$ cat config.mk
export PLATFORM = sky130hd
export DESIGN_NAME = ncg_div_cell
export DESIGN_NICKNAME = d
export VERILOG_FILES = /design/src/design/notch_coefficient_generator_defines.svh /design/src/design/ncg_div_cell.sv
export SDC_FILE = /design/constraint.sdc
export NUM_CORES = 1
export LEC_CHECK = 0
export ABC_AREA = 1
export BUFFER_PORTS_ARGS = -buffer_cell sky130_fd_sc_hd__buf_2
export CORE_UTILIZATION = 43
export CTS_BUF_LIST = sky130_fd_sc_hd__clkbuf_4 sky130_fd_sc_hd__clkbuf_8 sky130_fd_sc_hd__clkbuf_16
export DETAILED_ROUTE_END_ITERATION = 8
export GPL_ROUTABILITY_DRIVEN = 1
export PLACE_DENSITY = 0.86
export REMOVE_ABC_BUFFERS = 1
export SYNTH_ARGS = -nofsm -noshare
export SYNTH_HDL_FRONTEND = slang
export SYNTH_SLANG_ARGS = --single-unit
$ cat constraint.sdc
create_clock -name i_clk -period 1.9 [get_ports i_clk]
set_input_delay 0.19 -clock i_clk [delete_from_list [all_inputs] [get_ports i_clk]]
set_output_delay 0.19 -clock i_clk [all_outputs]
set_load 0.02 [all_outputs]
$ cat src/design/notch_coefficient_generator_defines.svh
// ----------------------------------------------------------------------------
// notch_coefficient_generator_defines.svh
// Assertion macros shared by the notch coefficient generator.
// ----------------------------------------------------------------------------
`ifndef NOTCH_COEFFICIENT_GENERATOR_DEFINES_SVH
`define NOTCH_COEFFICIENT_GENERATOR_DEFINES_SVH

// Clocked assertion, muted while reset is held
`define NCG_ASSERT(label, prop, msg) \
    label: assert property (@(posedge i_clk) disable iff (!i_rst_n) prop) \
        else $error(msg);

// Same-cycle implication
`define NCG_ASSERT_IMPLY(label, ante, cons, msg) \
    `NCG_ASSERT(label, (ante) |-> (cons), msg)

`endif

$ cat src/design/ncg_div_cell.sv
// ----------------------------------------------------------------------------
// ncg_div_cell
// One restoring-division step: shifts in one dividend bit, subtracts the
// divisor where it fits and appends one quotient bit. Registered outputs.
// ----------------------------------------------------------------------------
`default_nettype none

module ncg_div_cell #(
    parameter int DW = 16,
    parameter int QW = 32,
    parameter int FW = 32,
    parameter int SW = 1
) (
    input  wire logic          i_clk,
    input  wire logic          i_rst_n,
    input  wire logic          i_valid,
    input  wire logic [DW-1:0] i_rem,
    input  wire logic [DW-1:0] i_div,
    input  wire logic [QW-1:0] i_quo,
    input  wire logic [FW-1:0] i_feed,
    input  wire logic [SW-1:0] i_side,
    output logic               o_valid,
    output logic      [DW-1:0] o_rem,
    output logic      [DW-1:0] o_div,
    output logic      [QW-1:0] o_quo,
    output logic      [FW-1:0] o_feed,
    output logic      [SW-1:0] o_side
);

    logic          r_valid;
    logic [DW-1:0] r_rem, n_rem;
    logic [DW-1:0] r_div;
    logic [QW-1:0] r_quo, n_quo;
    logic [FW-1:0] r_feed, n_feed;
    logic [SW-1:0] r_side;

    logic [DW:0] w_trial;
    logic [DW:0] w_diff;
    logic        w_ge;

    // trial subtract
    always_comb begin
        w_trial = {i_rem, i_feed[FW-1]};
        w_diff  = w_trial - {1'b0, i_div};
        w_ge    = (w_trial >= {1'b0, i_div});
        n_rem   = w_ge ? w_diff[DW-1:0] : w_trial[DW-1:0];
        n_quo   = {i_quo[QW-2:0], w_ge};
        n_feed  = {i_feed[FW-2:0], 1'b0};
    end

    always_ff @(posedge i_clk) begin
        if (!i_rst_n) begin
            r_valid <= 1'b0;
        end else begin
            r_valid <= i_valid;
        end
    end

    always_ff @(posedge i_clk) begin
        r_rem  <= n_rem;
        r_div  <= i_div;
        r_quo  <= n_quo;
        r_feed <= n_feed;
        r_side <= i_side;
    end

    assign o_valid = r_valid;
    assign o_rem   = r_rem;
    assign o_div   = r_div;
    assign o_quo   = r_quo;
    assign o_feed  = r_feed;
    assign o_side  = r_side;

endmodule

`default_nettype wire

* Word level (Yosys, flattened, before mapping)
Index checks and enable logic that the tools add are counted.
Word-level totals: output and inout port bits 98, input bits 100, flip-flop bits (word level) 97, word-level logic and storage cells 9
Operators by class: order comparisons 1, $add $sub $neg 1, muxes and demuxes 1
Operator list (count):
- >= comparator 17 x 16 -> 1 bit | 1
- 2-to-1 mux 16 bit | 1
- subtractor 16 bit | 1

* Logic depth before layout (Yosys ltp)
depth in word-level cells 2, mapped depth 14, gate-level depth less buffers 13

* Worst setup path before layout
OpenSTA, ideal clock, no wires.
path kind in2reg, start in i_div[3], end reg r_rem[12] (netlist: o_rem[12]), setup time 113 ps, data arrival time 1407 ps, slack 380 ps, path buffers 2, required time 1787 ps, cell stages on the path 14, cell sequence inv_1 -> ha_1 -> nand2_1 -> inv_1 -> nand2_1 -> nand2_1 -> nand2_1 -> nand3_2 -> nand2_1 -> nand2_2 -> buf_6 -> buf_12 -> nand3_1 -> nand2_1
On the way: word-level cells in the longest chain between the ends 2, elaborated cells on any way between the ends 3
Ends and longest elaborated chain:
- start: declaration | line ncg_div_cell.sv:18 | input wire logic [DW-1:0] i_div,
- >= comparator 17 x 16 -> 1 bit | line ncg_div_cell.sv:45 | w_ge = (w_trial >= {1'b0, i_div});
- net w_ge | line ncg_div_cell.sv:39 | logic w_ge;
- 2-to-1 mux 16 bit | line ncg_div_cell.sv:46 | n_rem = w_ge ? w_diff[DW-1:0] : w_trial[DW-1:0];
- net n_rem[12] | line ncg_div_cell.sv:31 | logic [DW-1:0] r_rem, n_rem;
- end signal: assignment | line ncg_div_cell.sv:60 | r_rem <= n_rem;
- end: declaration | line ncg_div_cell.sv:31
The timed path passes the listed nets, and every way through them passes these cells. A chain may end at the register's enable or synchronous reset.

* Worst setup path in the final report
start in i_div[11], end reg r_rem[9] (netlist: o_rem[9])
On the way: word-level cells in the longest chain between the ends 2
Ends and longest elaborated chain (line):
- >= comparator 17 x 16 -> 1 bit | ncg_div_cell.sv:45
- 2-to-1 mux 16 bit | ncg_div_cell.sv:46
- net n_rem[9] | ncg_div_cell.sv:31
The timed path passes the listed nets, and every way through them passes these cells.

==> out/qor.yml <==
ios: 198
worstPathRequired_ns: 2.21
vias: 3590
yosysTopAreaCell: "dfxtp_1"
ys_seq_area_share_pct: 59.2
hp-class: "input pin to flip-flop"
start_util_pct: 44.7
crit_path_start_kind: "input pin"
cp.arrival_ns: 2.16
pre_cts_ws_ns: 0.0870
ys_top_cells_by_area: "dfxtp_1, nand2_1, inv_1"
ff_latch_area_mm2: 0.00194
grt_max_degree: 19
cts.sinks: 97
h-tree-depth: 3
fp.dieW_um: 89.3
rows: 31
fmax_mhz: 539
setup_viol: 0
finalPower_mw: 4.69
worstSetupStartpoint: "i_div[11]"
slew_violations: 0
setup_ws_ns: 0.0438
drive_above_1_share_pct: 36.1
synth-edff-count: 0
synthesis.area_mm2: 0.00328
hold_violations: 0
p_leak_nw: 2.99
post_drt_wl_per_cell_um: 16.9
grt_setup_unrepaired: "yes"
final_core_util_pct: 74.8
drtPass1Iterations: 4
cts_tree: "done"
core-area_mm2: 0.00733
cts_buffers: 9
ys.flop_type: "dfxtp_1"
ys_seq_elements: 97
cts.clk_slew.worst_paths_ns: 0.10
status: "complete, no violations"
ys_async_sr_fraction_pct: 0
cp-end-kind: "flip-flop"
placement.io_buffers: 195
dieArea_mm2: 0.00798
final_nets: 774
worstSetupPathType: "input pin to flip-flop"
track_usage_pct: 30.3
yosysTopAreaCellShare_pct: 59.2
cp-endpoint: "o_rem[9]"
antenna_found_initial: 0
syn_avg_cell_area_um2: 8.86
grt_first_pass_wirelength_um: 17600
synth.lib_cells_used.distinct: 24
die_h_um: 89.3
powerDensity_mw_per_mm2: 856
ys_warn_count: 0
fill_cells: 477
clock_tree.root_cell: "clkbuf_8"
overflow: 0
n_antenna_cell: 0
cap_violations: 0
synth_cells: 370
cp_max_fo: 8
min_period_over_period_pct: 97.7
yosysMostFrequentCell: "nand2_1"
post-dp-hpwl_um: 7490
fin_crit_ns: 1.86
synth_commonest_cells: "nand2_1, dfxtp_1, inv_1"
wl_um: 12900
antenna_left: 0
dr.first_iter.drc_count: 246
multiInputGateArea_mm2: 0.00116
syn_to_final_growth_pct: 67.2
vias_per_cell: 4.72
drc: 0
place.gp.congestion: 0.872
vdd_ir_drop_max_uv: 415
cts_buffer_depth: 2
grt_pass1_vias: 3421
==> registers in the layout (all words and copies together) (netlist names) <==
| name | count |
|---|---|
| o_feed | 31 |
| o_div | 16 |
| o_rem | 16 |
| o_valid | 1 |
| o_side | 1 |
| o_quo | 32 |
==> where the power goes <==
part	leakage (nW)	internal [mW]	switching [mW]
logic	2.07	0.465	0.655
clock network	0.102	0.547	0.787
registers	0.818	2.19	0.0474
==> critical path, stage by stage <==
cell and delay [ns]:
dlygate4sd3_1 0.56, buf_2 0.14, inv_1 0.08, ha_4 0.22, nand2_1 0.08, inv_1 0.05, nand2_1 0.06, nand2_1 0.06
nand2_1 0.06, nand2_1 0.05, nor2_1 0.12, nand2_2 0.09, inv_1 0.09, buf_6 0.15, nand2_1 0.09, nand2_1 0.08
==> metal layers <==
metal,share of wire [%],GRT usage [%]
met3,8.5,9.97
met4,5.3,18.2
met5,0,0
met1,35,31.8
met2,51,52.9
==> worst min-delay path by stage <==
| stage | startpoint | to | depth (start not counted) |
|---|---|---|---|
| 3_3_place_gp | i_quo[10] | o_quo[11] | 1 |
| 2_1_floorplan | i_div[0] | o_div[0] | 0 |
| 5_1_grt | i_valid | o_valid | 3 |
| 6_report | i_valid | o_valid | 3 |
| 3_5_place_dp | i_feed[26] | o_feed[27] | 1 |
| 4_1_cts | i_valid | o_valid | 3 |
==> cells by family (layout without fill, tap and decap cells) <==
kind of cell | count (synthesis) | count (layout) | synth area share [%]
AOI/OAI and AO/OA | 12 | 12 | 1.91
xor gates and xnor gates | 6 | 6 | 1.60
adders and majority gates | 17 | 17 | 6.71
buffers and inverters | 65 | 357 | 8.51
DFF | 97 | 97 | 59.2
other | 1 | 1 | 0.114
and+or+nand+nor | 172 | 172 | 21.9
==> metrics by stage <==
step           setup TNS, ns  cells  hold WS, ns  area, um2
2_1_floorplan              0    366        0.218       3230
3_3_place_gp               0    665        0.292       4370
3_5_place_dp               0    665        0.294       4370
4_1_cts                    0    760      0.00243       5360
5_1_grt               -0.493    761      0.00182       5480
6_report                   0    761      0.00757       5480
==> cells in the final DEF (no fill, tap or decap), types with 2 or more instances in the layout <==
| cell type | count |
|---|---|
| ha_4 | 6 |
| ha_1 | 10 |
| nand3_1 | 16 |
| nand3_2 | 3 |
| inv_8 | 3 |
| buf_4 | 5 |
| nand3b_1 | 2 |
| nand2_1 | 117 |
| inv_1 | 61 |
| nand4_1 | 4 |
| buf_2 | 194 |
| dlygate4sd3_1 | 78 |
| nor2_2 | 3 |
| xor2_1 | 5 |
| dfxtp_1 | 97 |
| and2_1 | 2 |
| nand2_2 | 6 |
| a21oi_1 | 9 |
| nor2_1 | 15 |
| clkbuf_8 | 10 |
| clkinv_4 | 3 |
| buf_6 | 2 |
==> area by class of cell <==
type | count | area share (%)
well taps | 99 | 2.26
clock buffers | 10 | 2.51
clock inverters | 6 | 1.10
flip-flops and latches | 97 | 35.4
inverters | 61 | 4.18
multi-input cells | 208 | 21.3
repair buffers | 280 | 33.3
==> what timing repair did <==
action | CTS | global route
setup endpoints to repair | 0 | 17
buffers inserted | 0 | 2
gates resized for setup | 0 | 20
endpoints found under the hold margin | 79 | 0
hold buffers | 79 | 0
No activity file was read; power rests on OpenSTA's default activity.
