[config.mk]
export PLATFORM = sky130hd
export DESIGN_NAME = ncg_cordic_cell
export DESIGN_NICKNAME = d
export VERILOG_FILES = /design/src/design/notch_coefficient_generator_defines.svh /design/src/design/ncg_pkg.sv /design/src/design/ncg_cordic_cell.sv
export SDC_FILE = /design/constraint.sdc
export NUM_CORES = 1
export LEC_CHECK = 0
export ABC_AREA = 0
export BUFFER_PORTS_ARGS = -buffer_cell sky130_fd_sc_hd__buf_2
export CORE_AREA = 2 2 193 195
export DETAILED_ROUTE_END_ITERATION = 12
export DIE_AREA = 0 0 195 197
export HOLD_SLACK_MARGIN = 0.03
export PLACE_DENSITY = 0.53
export SETUP_SLACK_MARGIN = 0.5
export SYNTH_ARGS = -nofsm -noshare
export SYNTH_HDL_FRONTEND = slang
export SYNTH_SLANG_ARGS = --single-unit
[constraint.sdc]
create_clock -name i_clk -period 8.9 [get_ports i_clk]
set_clock_uncertainty 0.2 [all_clocks]
set_input_delay 0.445 -clock i_clk [delete_from_list [all_inputs] [get_ports i_clk]]
set_output_delay 0.445 -clock i_clk [all_outputs]
set_load 0.01 [all_outputs]
[src/design/notch_coefficient_generator_defines.svh]
// ----------------------------------------------------------------------------
// notch_coefficient_generator_defines.svh
// Assertion macros shared by the notch coefficient generator.
// ----------------------------------------------------------------------------
`ifndef NOTCH_COEFFICIENT_GENERATOR_DEFINES_SVH
`define NOTCH_COEFFICIENT_GENERATOR_DEFINES_SVH

// Clocked assertion, muted while reset is held
`define NCG_ASSERT(label, prop, msg) \
    label: assert property (@(posedge i_clk) disable iff (!i_rst_n) prop) \
        else $error(msg);

// Same-cycle implication
`define NCG_ASSERT_IMPLY(label, ante, cons, msg) \
    `NCG_ASSERT(label, (ante) |-> (cons), msg)

`endif

[src/design/ncg_pkg.sv]
// ----------------------------------------------------------------------------
// ncg_pkg
// Widths, status codes, CORDIC angle table and side-band types for the
// notch coefficient generator.
// ----------------------------------------------------------------------------
`default_nettype none

package ncg_pkg;

    localparam int RATE_W   = 16;
    localparam int FREQ_W   = 24;
    localparam int DAMP_W   = 16;
    localparam int COEF_W   = 32;
    localparam int QUO_W    = 32;   // quotient bits of every divider chain
    localparam int CORDIC_W = 33;   // signed x, y, z width
    localparam int SC_W     = 24;   // clamped sin/cos magnitude
    localparam int SQ_W     = 48;
    localparam int WIDE_W   = 64;

    localparam int TAN_STAGES_DEF = 24;

    localparam logic [31:0] HALF_PI_Q30 = 32'h6487_ED51;

    localparam logic [31:0] ATAN_Q30 [32] = '{
        32'h3243F6A8, 32'h1DAC6705, 32'h0FADBAFC, 32'h07F56EA6, 32'h03FEAB76,
        32'h01FFD55B, 32'h00FFFAAA, 32'h007FFF55, 32'h003FFFEA, 32'h001FFFFD,
        32'h000FFFFF, 32'h0007FFFF, 32'h0003FFFF, 32'h0001FFFF, 32'h0000FFFF,
        32'h00007FFF, 32'h00003FFF, 32'h00001FFF, 32'h00000FFF, 32'h000007FF,
        32'h000003FF, 32'h000001FF, 32'h000000FF, 32'h0000007F, 32'h0000003F,
        32'h0000001F, 32'h0000000F, 32'h00000008, 32'h00000004, 32'h00000002,
        32'h00000001, 32'h00000000
    };

    typedef enum logic [1:0] {
        ST_OK    = 2'd0,
        ST_HALF  = 2'd1,
        ST_DZERO = 2'd2,
        ST_SAT   = 2'd3
    } t_status;

    // side-band through the rate divider and the CORDIC
    typedef struct packed {
        logic              half;
        logic [DAMP_W-1:0] damp;
    } t_front;

    // side-band of the b0 ratio lane
    typedef struct packed {
        t_status pre;
        logic    ovf;
    } t_lead;

    // side-band of a signed ratio lane
    typedef struct packed {
        logic neg;
        logic ovf;
    } t_sign;

endpackage

`default_nettype wire

[src/design/ncg_cordic_cell.sv]
// ----------------------------------------------------------------------------
// ncg_cordic_cell
// One rotation-mode CORDIC micro-rotation with a fixed shift IDX and its
// arctangent constant. Registered outputs.
// ----------------------------------------------------------------------------
`default_nettype none

module ncg_cordic_cell #(
    parameter int IDX = 0,
    parameter int SW  = 1
) (
    input  wire logic                                i_clk,
    input  wire logic                                i_rst_n,
    input  wire logic                                i_valid,
    input  wire logic signed [ncg_pkg::CORDIC_W-1:0] i_x,
    input  wire logic signed [ncg_pkg::CORDIC_W-1:0] i_y,
    input  wire logic signed [ncg_pkg::CORDIC_W-1:0] i_z,
    input  wire logic        [SW-1:0]                i_side,
    output logic                                     o_valid,
    output logic signed      [ncg_pkg::CORDIC_W-1:0] o_x,
    output logic signed      [ncg_pkg::CORDIC_W-1:0] o_y,
    output logic signed      [ncg_pkg::CORDIC_W-1:0] o_z,
    output logic             [SW-1:0]                o_side
);

    localparam logic signed [ncg_pkg::CORDIC_W-1:0] ANGLE =
        {{(ncg_pkg::CORDIC_W-32){1'b0}}, ncg_pkg::ATAN_Q30[IDX]};

    logic                                r_valid;
    logic signed [ncg_pkg::CORDIC_W-1:0] r_x, n_x;
    logic signed [ncg_pkg::CORDIC_W-1:0] r_y, n_y;
    logic signed [ncg_pkg::CORDIC_W-1:0] r_z, n_z;
    logic        [SW-1:0]                r_side;

    // rotate toward zero residual angle; >>> is the floor shift
    always_comb begin
        if (!i_z[ncg_pkg::CORDIC_W-1]) begin
            n_x = i_x - (i_y >>> IDX);
            n_y = i_y + (i_x >>> IDX);
            n_z = i_z - ANGLE;
        end else begin
            n_x = i_x + (i_y >>> IDX);
            n_y = i_y - (i_x >>> IDX);
            n_z = i_z + ANGLE;
        end
    end

    always_ff @(posedge i_clk) begin
        if (!i_rst_n) begin
            r_valid <= 1'b0;
        end else begin
            r_valid <= i_valid;
        end
    end

    always_ff @(posedge i_clk) begin
        r_x    <= n_x;
        r_y    <= n_y;
        r_z    <= n_z;
        r_side <= i_side;
    end

    assign o_valid = r_valid;
    assign o_x     = r_x;
    assign o_y     = r_y;
    assign o_z     = r_z;
    assign o_side  = r_side;

endmodule

`default_nettype wire

# Yosys cells after proc, flatten, opt, wreduce, memory -nomap -nowiden
# Cells that the tools add are included.
# Widths: inputs -> output; s select.
[classes] muxes=3 addsub=5
[ops] op="$mux 33" count=3
[ops] op="$sub 33x33->33" count=2
[ops] op="$add 33x31->33 const B" count=1
[ops] op="$add 33x33->33" count=1
[ops] op="$sub 33x31->33 const B" count=1
[word_totals] output_inout_bits=101 wordCells=13 inputBits=103 reg_bits=101

# Longest topological paths before layout
# Gate-level depths: netlist of the first run.
[logic_depth] depth_word=2 ltp_mapped=15 ltp_nobuf=13

# Least setup slack after synthesis of the first run
# OpenSTA, ideal clock, no wires.
[synth_timing] path_kind="input -> register" startpoint="input port i_z[32] (netlist name)" endpoint="register r_z, in the netlist o_z[31]" setup_ns=0.072 path_buffers=3 t_required_ns=8.628 t_arrival_ns=3.944 path_stages=15 slack_ns=4.683 path_cell_list="clkbuf_1 inv_1 clkbuf_1 buf_1 ha_1 and4_1 and2_1 a221oi_1 o311a_1 o21ai_1 or4_1 and3_1 o21a_1 o41ai_2 xnor2_1"
[synth_between] elab_chain_len=1
[synth_rtl] item="start: declaration" line_no="ncg_cordic_cell.sv:17" rtl="input wire logic signed [ncg_pkg::CORDIC_W-1:0] i_z,"
[synth_rtl] item="$mux 33" line_no="ncg_cordic_cell.sv:37" rtl="if (!i_z[ncg_pkg::CORDIC_W-1]) begin"
[synth_rtl] item="net n_z, one bit" line_no="ncg_cordic_cell.sv:32" rtl="logic signed [ncg_pkg::CORDIC_W-1:0] r_z, n_z;"
[synth_rtl] item="end signal: assignment" line_no="ncg_cordic_cell.sv:59" rtl="r_z <= n_z;"
[synth_rtl] item="end: declaration" line_no="ncg_cordic_cell.sv:32"
# The timed path passes the listed nets, and every way through them passes these cells.
# A chain may end at the register's enable or synchronous reset.

# Final worst setup path of the first run
[layout_timing] startpoint="input port i_z[32] (netlist name)" endpoint="register r_z, in the netlist o_z[32]"
[layout_between] elab_chain_len=2 word_cells_on_any_way=3 cone_classes="add/sub: 2; mux: 1"
[layout_rtl] item="$sub 33x31->33 / $add 33x31->33 (equally long branches)" line_no="ncg_cordic_cell.sv:40, ncg_cordic_cell.sv:44"
[layout_rtl] item="$mux 33 (*)" line_no="ncg_cordic_cell.sv:37"
[layout_rtl] item="net n_z, one bit" line_no="ncg_cordic_cell.sv:32"
# The timed path passes the listed nets; every way through them passes the cells marked *.

==> impl_results.md, run 1 <==
- Yosys warning count: 0
- WP data required: 8.97 ns
- Type of origin of the critical path: input port
- TritonCTS Buffers: 9
- Post-route ant nets: 0
- Share of the synthesized area in the top cell type: 0.222
- Vias in the first global route: 8,437
- Mapped cell area: 0.00902 mm^2
- GPL Wtd Cong: 0.891
- Die X: 195 um
- Crit. End Element: flip-flop
- Most used cell, CP: a31oi_1
- Int Power: 1.07 mW
- Final setup viols: 0
- Syn_nets: approximately 1,400
- Tot GR Track Use: 0.155
- EDFF count, synth: 0
- Worst-path clk slew: 0.07 ns
- Post-Synth Simple-Gate Area: 0.152
- Largest family of logic cells by synthesized area: compound AO/OA/AOI/OAI gates
- Slew @ Worst Pin: 1.04 ns
- Effective utilization at floorplan: 0.249
- Combinational Power Share: 0.412
- Flop and latch count out of synthesis: 100
- Status: finished clean
- Hold Path Depth: 2
- Initial detailed-routing violation count: 611
- XOR/XNOR share of the synthesized area: 0.0835
- Final Critical Period: 4.60 ns
- Slowest cell on crit path: buf_4
- First-pass GRT wire length: 46.6 mm
- DRC violations left: 0
- Main synth FF type: dfxtp_1
- Fraction of the mapped netlist area in adder cells: 0.192
- Post-synthesis mux area share: 0.0200
- Largest net degree at the start of global routing: 93
- Worst hold slack: 0.0730 ns
- Pwr dens: ~160 mW/mm^2
- Maxcap violations: 0
- Layout cell share with drive strength beyond 1: 0.191
- Mean Syn Cell Area: between 7 and 8 um^2
- DR pass1 iterations: 6
- Top achievable clock speed: 218 MHz
- Slew headroom: 0.306
- GRT overflow: 0
- Slew Limit Fails: 0
- Critical path data arrival time: 4.67 ns
- Switching share of power: 0.387
- WL/cell: 17.1 um
- Kind of critical path: in -> reg
- CTS HTree Levels: 3
- Initial antenna violation count: 2
- Async set-reset flop share out of synthesis: 0
- Final HPWL DP: 24.4 mm
- Clk sink count: 100
- Vias: 8,746
- Area contributors post-synth: dfxtp_1 22%, ha_1 18%, a21oi_1 7.3%
- Sequential share of the synthesized area: 0.222
- Maximum fanout along the worst path: 92
- Root Buffer: clkbuf_16
- Full die area: 0.0384 mm^2
- Hold Vio Cnt, Final: 0
- TritonCTS clock tree: done
- Crit path cell chain: buf_2 > buf_4 > inv_2 > buf_4 > ha_1 > o21ai_0 > o211ai_1 > a31oi_1 > o311ai_0 > nand3b_1 > a31oi_1 > nand3_1 > a31oi_1 > a21o_1 > a21oi_1
- Via/cell ratio: 4.92
- P_leak: 5.13 nW
- Synth unique cells: 76
- Clock share of power: 0.257
- WL final: approximately 30 mm
- Accumulated negative setup slack: 0 ns
- Post-synthesis instance total: 1,131
- Period utilisation layout: 0.517
- CTS resizes: 0
- Die height: slightly below 200 um
- Hold Crit Class: in -> reg
- Post-CTS Setup Bufs: 0
- Clock Path Buffers: 2
- Cell Rows: 70
- Hold wc startpoint: i_valid
- Max VDD drop: 88.8 uV
- RSZ-0062 raised after global routing: no
- Final Net Count: 1,543
- IO Count: 204
- Port buffer count: 203
- Sequential Power Share: 0.331
- WHS Endpoint: o_valid
- Synth area leader: dfxtp_1
- Area Growth Syn to Fin: 19.8%
- Complex-gate fraction of the synthesized area: 0.263
- NetSw: 0.678 mW
- Hold buffers post-CTS: 4
- Max stage delay on crit path: 0.74 ns
- CORE AREA: 0.0363 mm^2
[power groups by stage]
stage,sequential (mW),combinational (mW),clock (mW)
2_1_floorplan,0.640,0.396,0
3_3_place_gp,0.592,0.718,0
5_1_grt,0.591,0.790,0.487
6_report,0.580,0.722,0.449
4_1_cts,0.583,0.723,0.472
3_5_place_dp,0.592,0.717,0
[cell type report]
type                       instances  area, um^2
multi-input combinational        876        6410
clock inverter                     5        65.1
fill                            3959       25500
sequential                       100        2000
inverter                         107         402
clock buffer                      11         253
antenna                            2        5.00
tap                              468         586
timing repair buffer             210        1080
[critical path: cells and delay by family]
family,cells,cell delay (ns)
AO/OA/AOI/OAI,8,1.91
buffers and inverters,4,1.51
adder cells (fa/ha/maj),1,0.45
AND/OR/NAND/NOR,2,0.32
[synthesized netlist by cell type, types with 22 or more instances]
library cell and number:
dfxtp_1 100, o21bai_1 23, a21oi_1 132, ha_1 132
nor2_1 97, clkbuf_1 35, a21o_1 40, o21ai_0 53
inv_1 103, nor3_1 22, xnor2_1 69, nand2_1 54
[metrics by stage]
step	cell area (um^2)	utilization	setup slack (ns)	power, mW	cells
global route	10800	0.298	3.84	1.87	1778
CTS	10800	0.298	4.29	1.78	1777
floorplan	9020	-	4.68	1.04	1131
detailed placement	10400	0.288	3.89	1.31	1757
finish	10800	0.298	4.30	1.75	1779
global placement	10400	0.288	3.94	1.31	1757
[logic make-up after synthesis]
group / after synthesis
flops: 100
compound gates: 359
fa+ha+maj: 136
simple gates: 277
xor+xnor: 86
mux: 18
buf+inv: 155
[cell usage in the layout, fill, tap and decap left out, types with 5 or more instances in the layout]
master / Yosys / routed
a31oi_1: 6 / 6
o31ai_1: 9 / 9
nand3_1: 12 / 12
or3_1: 8 / 8
o211ai_1: 11 / 11
inv_1: 103 / 102
and2_1: 6 / 6
a211oi_1: 13 / 13
buf_2: 7 / 203
nand2_1: 54 / 54
o21a_1: 13 / 13
a21oi_1: 132 / 132
nor3_1: 22 / 22
ha_1: 132 / 132
xnor2_1: 69 / 69
nor4_1: 9 / 9
or4_1: 6 / 6
nor2b_1: 12 / 12
nor2_1: 97 / 97
o21bai_1: 23 / 23
nand2b_1: 11 / 11
nand4_1: 12 / 12
clkbuf_16: 0 / 9
o311a_1: 5 / 5
or2_2: 6 / 6
xor2_1: 17 / 17
mux2i_1: 18 / 18
o21ai_0: 53 / 53
dfxtp_1: 100 / 100
a21o_1: 40 / 40
and3_1: 6 / 6
[flip-flops by register name, indices dropped and copies added (netlist names)]
name	cells
o_x	32
o_valid	1
o_side	1
o_z	33
o_y	33
[worst max-delay path by stage]
stage                  from      end  slack, ns  cells past startpoint
finish              i_z[32]  o_z[32]       4.30                     15
floorplan           i_z[32]  o_z[31]       4.68                     15
detailed placement  i_z[32]  o_z[32]       3.89                     15
global route        i_z[32]  o_z[32]       3.84                     15
CTS                 i_z[32]  o_z[32]       4.29                     15
global placement    i_z[32]  o_z[32]       3.94                     15
[routing by layer]
metal	global-route usage	vias to the layer above	wire, um
li1	-	4314	-
met4	0.0506	0	526
met5	0	-	0
met2	0.253	282	13800
met3	0.0298	29	1790
met1	0.207	4121	14300
No activity file was read; power rests on OpenSTA's default activity.
==> inputs of run 2 (changes only) <==
- clock period: 8.9 -> 4.25 ns (I/O delays scaled with it)
==> run 2 against run 1 <==
  * The flow now finishes with violations (DRC)
  * Sequential cell count did not move
  * Hold slack got worse by 0.024 ns
  * Setup slack got worse by 3.6 ns
  * Critical path depth fell by 2
  * Largest cell class unchanged
==> impl_results.md, run 2 (same netlist as run 1, synthesis figures left out) <==
- Status: finished, violations left
- Failing checks: DRC
- DRC violations left: 1
- Type of origin of the critical path: input port
- TritonCTS Buffers: 9
- Place WS: between 0.2 and 0.3 ns
- Non-Filler Instances: 1,801
- Maxcap violations: 0
- Effective utilization at floorplan: 0.249
- Period utilisation layout: 0.830
- Clock Path Buffers: 2
- Slew headroom: 0.508
- Final Net Count: 1,567
- Hold Crit Class: in -> reg
- Post-route ant nets: 0
- Initial antenna violation count: 0
- TritonCTS clock tree: done
- Pwr dens: 334 mW/mm^2
- Final worst-path setup slack: 0.722 ns
- Worst-path clk slew: 0.07 ns
- Slew @ Worst Pin: 0.728 ns
- Commonest non-fill, non-tap cell in the layout: buf_2
- Critical path data arrival time: 3.64 ns
- Slew Limit Fails: 0
- Die X: 195 um
- Final HPWL DP: 25.1 mm
- Vias in the first global route: between 8,000 and 9,000
- Port buffer count: 203
- Via/cell ratio: between 4 and 5
- CORE AREA: 0.0363 mm^2
- Post-CTS Setup Bufs: 0
- Final Instance Area: 0.0110 mm^2
- Initial detailed-routing violation count: ~600
- WL final: 30.8 mm
- Full die area: 0.0384 mm^2
- Final core utilization: 0.303
- WL/cell: 17.1 um
- Design Power: 3.68 mW
- Clk sink count: 100
- Final setup viols: 0
- Root Buffer: clkbuf_16
- Largest net degree at the start of global routing: between 50 and 60
- CTS HTree Levels: 3
- Top achievable clock speed: between 200 and 300 MHz
- DR pass1 iterations: 9
- Vias: approximately 8,800
- Hold Vio Cnt, Final: 0
- WP data required: between 4 and 5 ns
- Accumulated negative setup slack: 0 ns
- Tot GR Track Use: 0.158
- P_leak: 5.23 nW
- First-pass GRT wire length: 47.3 mm
- Max VDD drop: between 200 and 250 uV
- Kind of critical path: in -> reg
- Placed cells: around 1,800
- IO Count: 204
- N_diodes: 0
- Crit. End Element: flip-flop
- Cell Rows: 70
- GPL Wtd Cong: 0.894
- Worst hold slack: 0.0490 ns
- Final Critical Period: 3.53 ns
- Layout cell share with drive strength beyond 1: 0.197
- Most frequent cells in the layout: 203 x buf_2, 132 x a21oi_1, 132 x ha_1, 102 x inv_1, 100 x dfxtp_1
- Area Growth Syn to Fin: 22.0%
- Die height: between 150 and 200 um
- Dpl cell area: 0.0105 mm^2
- Maximum fanout along the worst path: 4
- RSZ-0062 raised after global routing: no
- GRT overflow: 0
==> run 2: cell types whose count changed in the layout (fill, tap and decap cells not counted) <==
cell,delta
inv_6,-1
a2111oi_2,+1
clkinvlp_4,+2
dlygate4sd3_1,+12
buf_4,+12
a2111oi_1,-1
diode_2,-2
clkbuf_8,-1
==> run 2: report_power, final <==
group / switching, mW / internal [mW]
Sequential: 0.0670 / 1.15
Combinational: 0.921 / 0.621
Clock: 0.439 / 0.479
Total: 1.43 / 2.25
==> run 2: layout make-up <==
cell class | count | area (um^2)
Sequential cell | 100 | 2000
Inverter | 107 | 402
Multi-Input combinational cell | 876 | 6410
Timing Repair Buffer | 234 | 1290
Clock inverter | 6 | 71.3
Tap cell | 468 | 586
Fill cell | 3974 | 25300
Clock buffer | 10 | 239
==> run 2: path summary, 6_finish.rpt <==
kind | startpoint | end | cells past startpoint
min | i_z[10] | o_z[10] | 3
max | i_z[3] | o_z[31] | 13
==> run 2: metal layers <==
layer | routed length (um) | global-route usage
met1 | 14400 | 0.211
met2 | 14100 | 0.258
met3 | 1810 | 0.0294
met4 | 553 | 0.0466
met5 | 0 | 0
==> run 2: worst max-delay path: stages <==
cell           delay (ns)
dlygate4sd3_1        0.55
buf_2                0.16
fa_1                 0.46
a21o_1               0.19
and4_1               0.21
o21ai_1              0.30
o311a_1              0.28
o21ai_1              0.08
or4_1                0.41
and3_1               0.18
o21a_1               0.19
o41ai_2              0.25
xnor2_1              0.15
==> run 2: timing repair <==
action / 4_1_cts / 5_1_grt
setup endpoints to repair: 0 / 1
hold endpoints to repair: 16 / 0
gates resized for setup: 0 / 1
hold buffers: 16 / 0
==> inputs of run 3 (changes only) <==
- ABC_AREA: 0 -> 1
- CORE_AREA: 2 2 193 195 -> 2 2 217 219
- DIE_AREA: 0 0 195 197 -> 0 0 219 221
- clock period: 4.25 -> 2.9 ns (I/O delays scaled with it)
==> run 3 against run 2 <==
  * The run now ends clean
  * Sequential power grew 40%
  * Routed wire length rose by 45%
  * Critical endpoint is now o_y[1]
  * Largest cell class unchanged
  * Design area grew 24%
  * Combinational power up 69%
  * Highest routed layer unchanged
==> impl_results.md, run 3 <==
- Most frequent cells in the layout: 657 x nand2_1, 340 x inv_1, 203 x buf_2, 189 x nor2_1, 157 x nand3_1
- Clk sink count: 100
- Hold Path Depth: 5
- Yosys warning count: 0
- WHS Endpoint: o_y[32]
- Full die area: 0.0484 mm^2
- Kind of critical path: in -> reg
- Mapped cell area: between 0.01 and 0.015 mm^2
- Layout cell share with drive strength beyond 1: 0.119
- Slew headroom: 0.469
- Final setup viols: 0
- Largest net degree at the start of global routing: 67
- Worst-path clk slew: 0.07 ns
- GRT overflow: 0
- Period utilisation layout: 0.784
- TritonCTS clock tree: done
- RSZ-0062 raised after global routing: no
- Share of the synthesized area in the top cell type: 0.217
- Slew Limit Fails: 0
- Mean Syn Cell Area: 5.76 um^2
- TritonCTS Buffers: 9
- Final HPWL DP: 38.3 mm
- First-pass GRT wire length: 67.5 mm
- Tot GR Track Use: 0.182
- Top achievable clock speed: 440 MHz
- Initial detailed-routing violation count: approximately 1,000
- Initial antenna violation count: 0
- WL/cell: approximately 16 um
- Slew @ Worst Pin: between 0.7 and 0.8 ns
- Effective utilization at floorplan: 0.247
- Critical path data arrival time: ~2.4 ns
- CORE AREA: 0.0461 mm^2
- Area Growth Syn to Fin: 19.8%
- WP data required: 3.05 ns
- Max VDD drop: 301 uV
- Synth area leader: nand2_1
- Top cells by count, synth: 657 x nand2_1, 341 x inv_1, 189 x nor2_1
- P_leak: 7.65 nW
- Hold Crit Class: in -> reg
- Maximum fanout along the worst path: 5
- WL final: 44.8 mm
- Final core utilization: 0.296
- Post-synthesis instance total: slightly below 2,000
- Status: finished clean
- Type of origin of the critical path: input port
- Final Net Count: 2,431
- Vias in the first global route: 12,400
- Post-route ant nets: 0
- Port buffer count: a little over 200
- Accumulated negative setup slack: 0 ns
- Hold Vio Cnt, Final: 0
- GPL Wtd Cong: 0.926
- Synth unique cells: 38
- Die X: 219 um
- Main synth FF type: dfxtp_1
- Vias: 12,700
- N_diodes: 0
- IO Count: 204
- DR pass1 iterations: 6
- Most frequent cell after synthesis: nand2_1
- Flop and latch count out of synthesis: 100
- EDFF count, synth: 0
- Root Buffer: clkbuf_16
- CTS HTree Levels: 3
- Sequential share of the synthesized area: 0.176
- Via/cell ratio: 4.55
- Footprint of the multi-input gates: slightly below 0.008 mm^2
- # fillers: 5,267
- FF+latch area: 0.00200 mm^2
- Commonest non-fill, non-tap cell in the layout: nand2_1
- Async set-reset flop share out of synthesis: 0
- Clock Path Buffers: 2
- Area contributors post-synth: nand2_1 22%, dfxtp_1 18%, ha_1 15%
- Crit. End Element: flip-flop
- Cell Rows: 79
- Syn_nets: 2,212
- DRC violations left: 0
- Die height: 221 um
- Hold wc startpoint: i_y[32]
- Pwr dens: slightly above 400 mW/mm^2
- Maxcap violations: 0
- Final Critical Period: 2.27 ns
## run 3: report_power, final
| part | switching (mW) | internal (mW) |
|---|---|---|
| clock | 0.636 | 0.659 |
| sequential | 0.0788 | 1.63 |
| combinational | 1.73 | 0.884 |
| total | 2.44 | 3.18 |
## run 3: critical path, stage by stage
cell	delay [ns]
buf_2	0.11
inv_1	0.05
ha_1	0.37
fa_1	0.47
dlygate4sd3_1	0.56
o21ai_0	0.15
dlygate4sd3_1	0.56
## run 3: kinds of logic after synthesis
logic type | share of synthesized area
AO/OA/AOI/OAI | 0.113
XOR/XNOR | 0.0362
adder cells (fa/ha/maj) | 0.152
buffers and inverters | 0.138
flip-flops | 0.176
multiplexers | 0.000880
AND/OR/NAND/NOR | 0.384
## run 3: area by class of cell
class | instances | share of cell area
multi-input cells | 1485 | 0.573
flip-flops and latches | 100 | 0.147
repair buffers | 251 | 0.108
inverters | 345 | 0.0950
well taps | 607 | 0.0557
clock buffers | 12 | 0.0196
clock inverters | 3 | 0.00211
## run 3: stage by stage
stage,hold WS [ns],total power [mW],setup WS [ns],instance area (um^2),std cells
after global routing,0.0322,6.04,0.504,13600,2803
after detailed placement,0.0509,4.29,0.246,12900,2748
final,0.0289,5.62,0.625,13600,2803
after global placement,0.0496,4.30,0.273,12900,2748
after CTS,0.0301,5.68,0.553,13600,2801
after floorplan,-0.0273,3.33,0.516,11400,1973
## run 3: worst max-delay path by stage
| stage | startpoint | to | slack (ns) | cells past startpoint |
|---|---|---|---|---|
| 6_report | i_y[0] | o_y[1] | 0.63 | 7 |
| 5_1_grt | i_z[3] | o_z[21] | 0.50 | 12 |
| 4_1_cts | i_z[3] | o_z[31] | 0.55 | 13 |
| 3_5_place_dp | i_x[0] | o_x[24] | 0.25 | 14 |
| 3_3_place_gp | i_x[0] | o_x[24] | 0.27 | 14 |
| 2_1_floorplan | i_z[32] | o_z[24] | 0.52 | 10 |
## run 3: metal layers
metal,track usage,vias to the layer above,part of all wire
li1,-,6555,-
met5,0,-,0
met2,0.306,372,0.46
met1,0.240,5773,0.46
met4,0.0493,0,0.021
met3,0.0301,46,0.057
## run 3: timing repair
action | 4_1_cts | 5_1_grt
endpoints found under the setup margin | 0 | 4
resized for setup | 0 | 2
endpoints found under the hold margin | 36 | 0
hold buffers | 38 | 0
setup buffers | 0 | 2
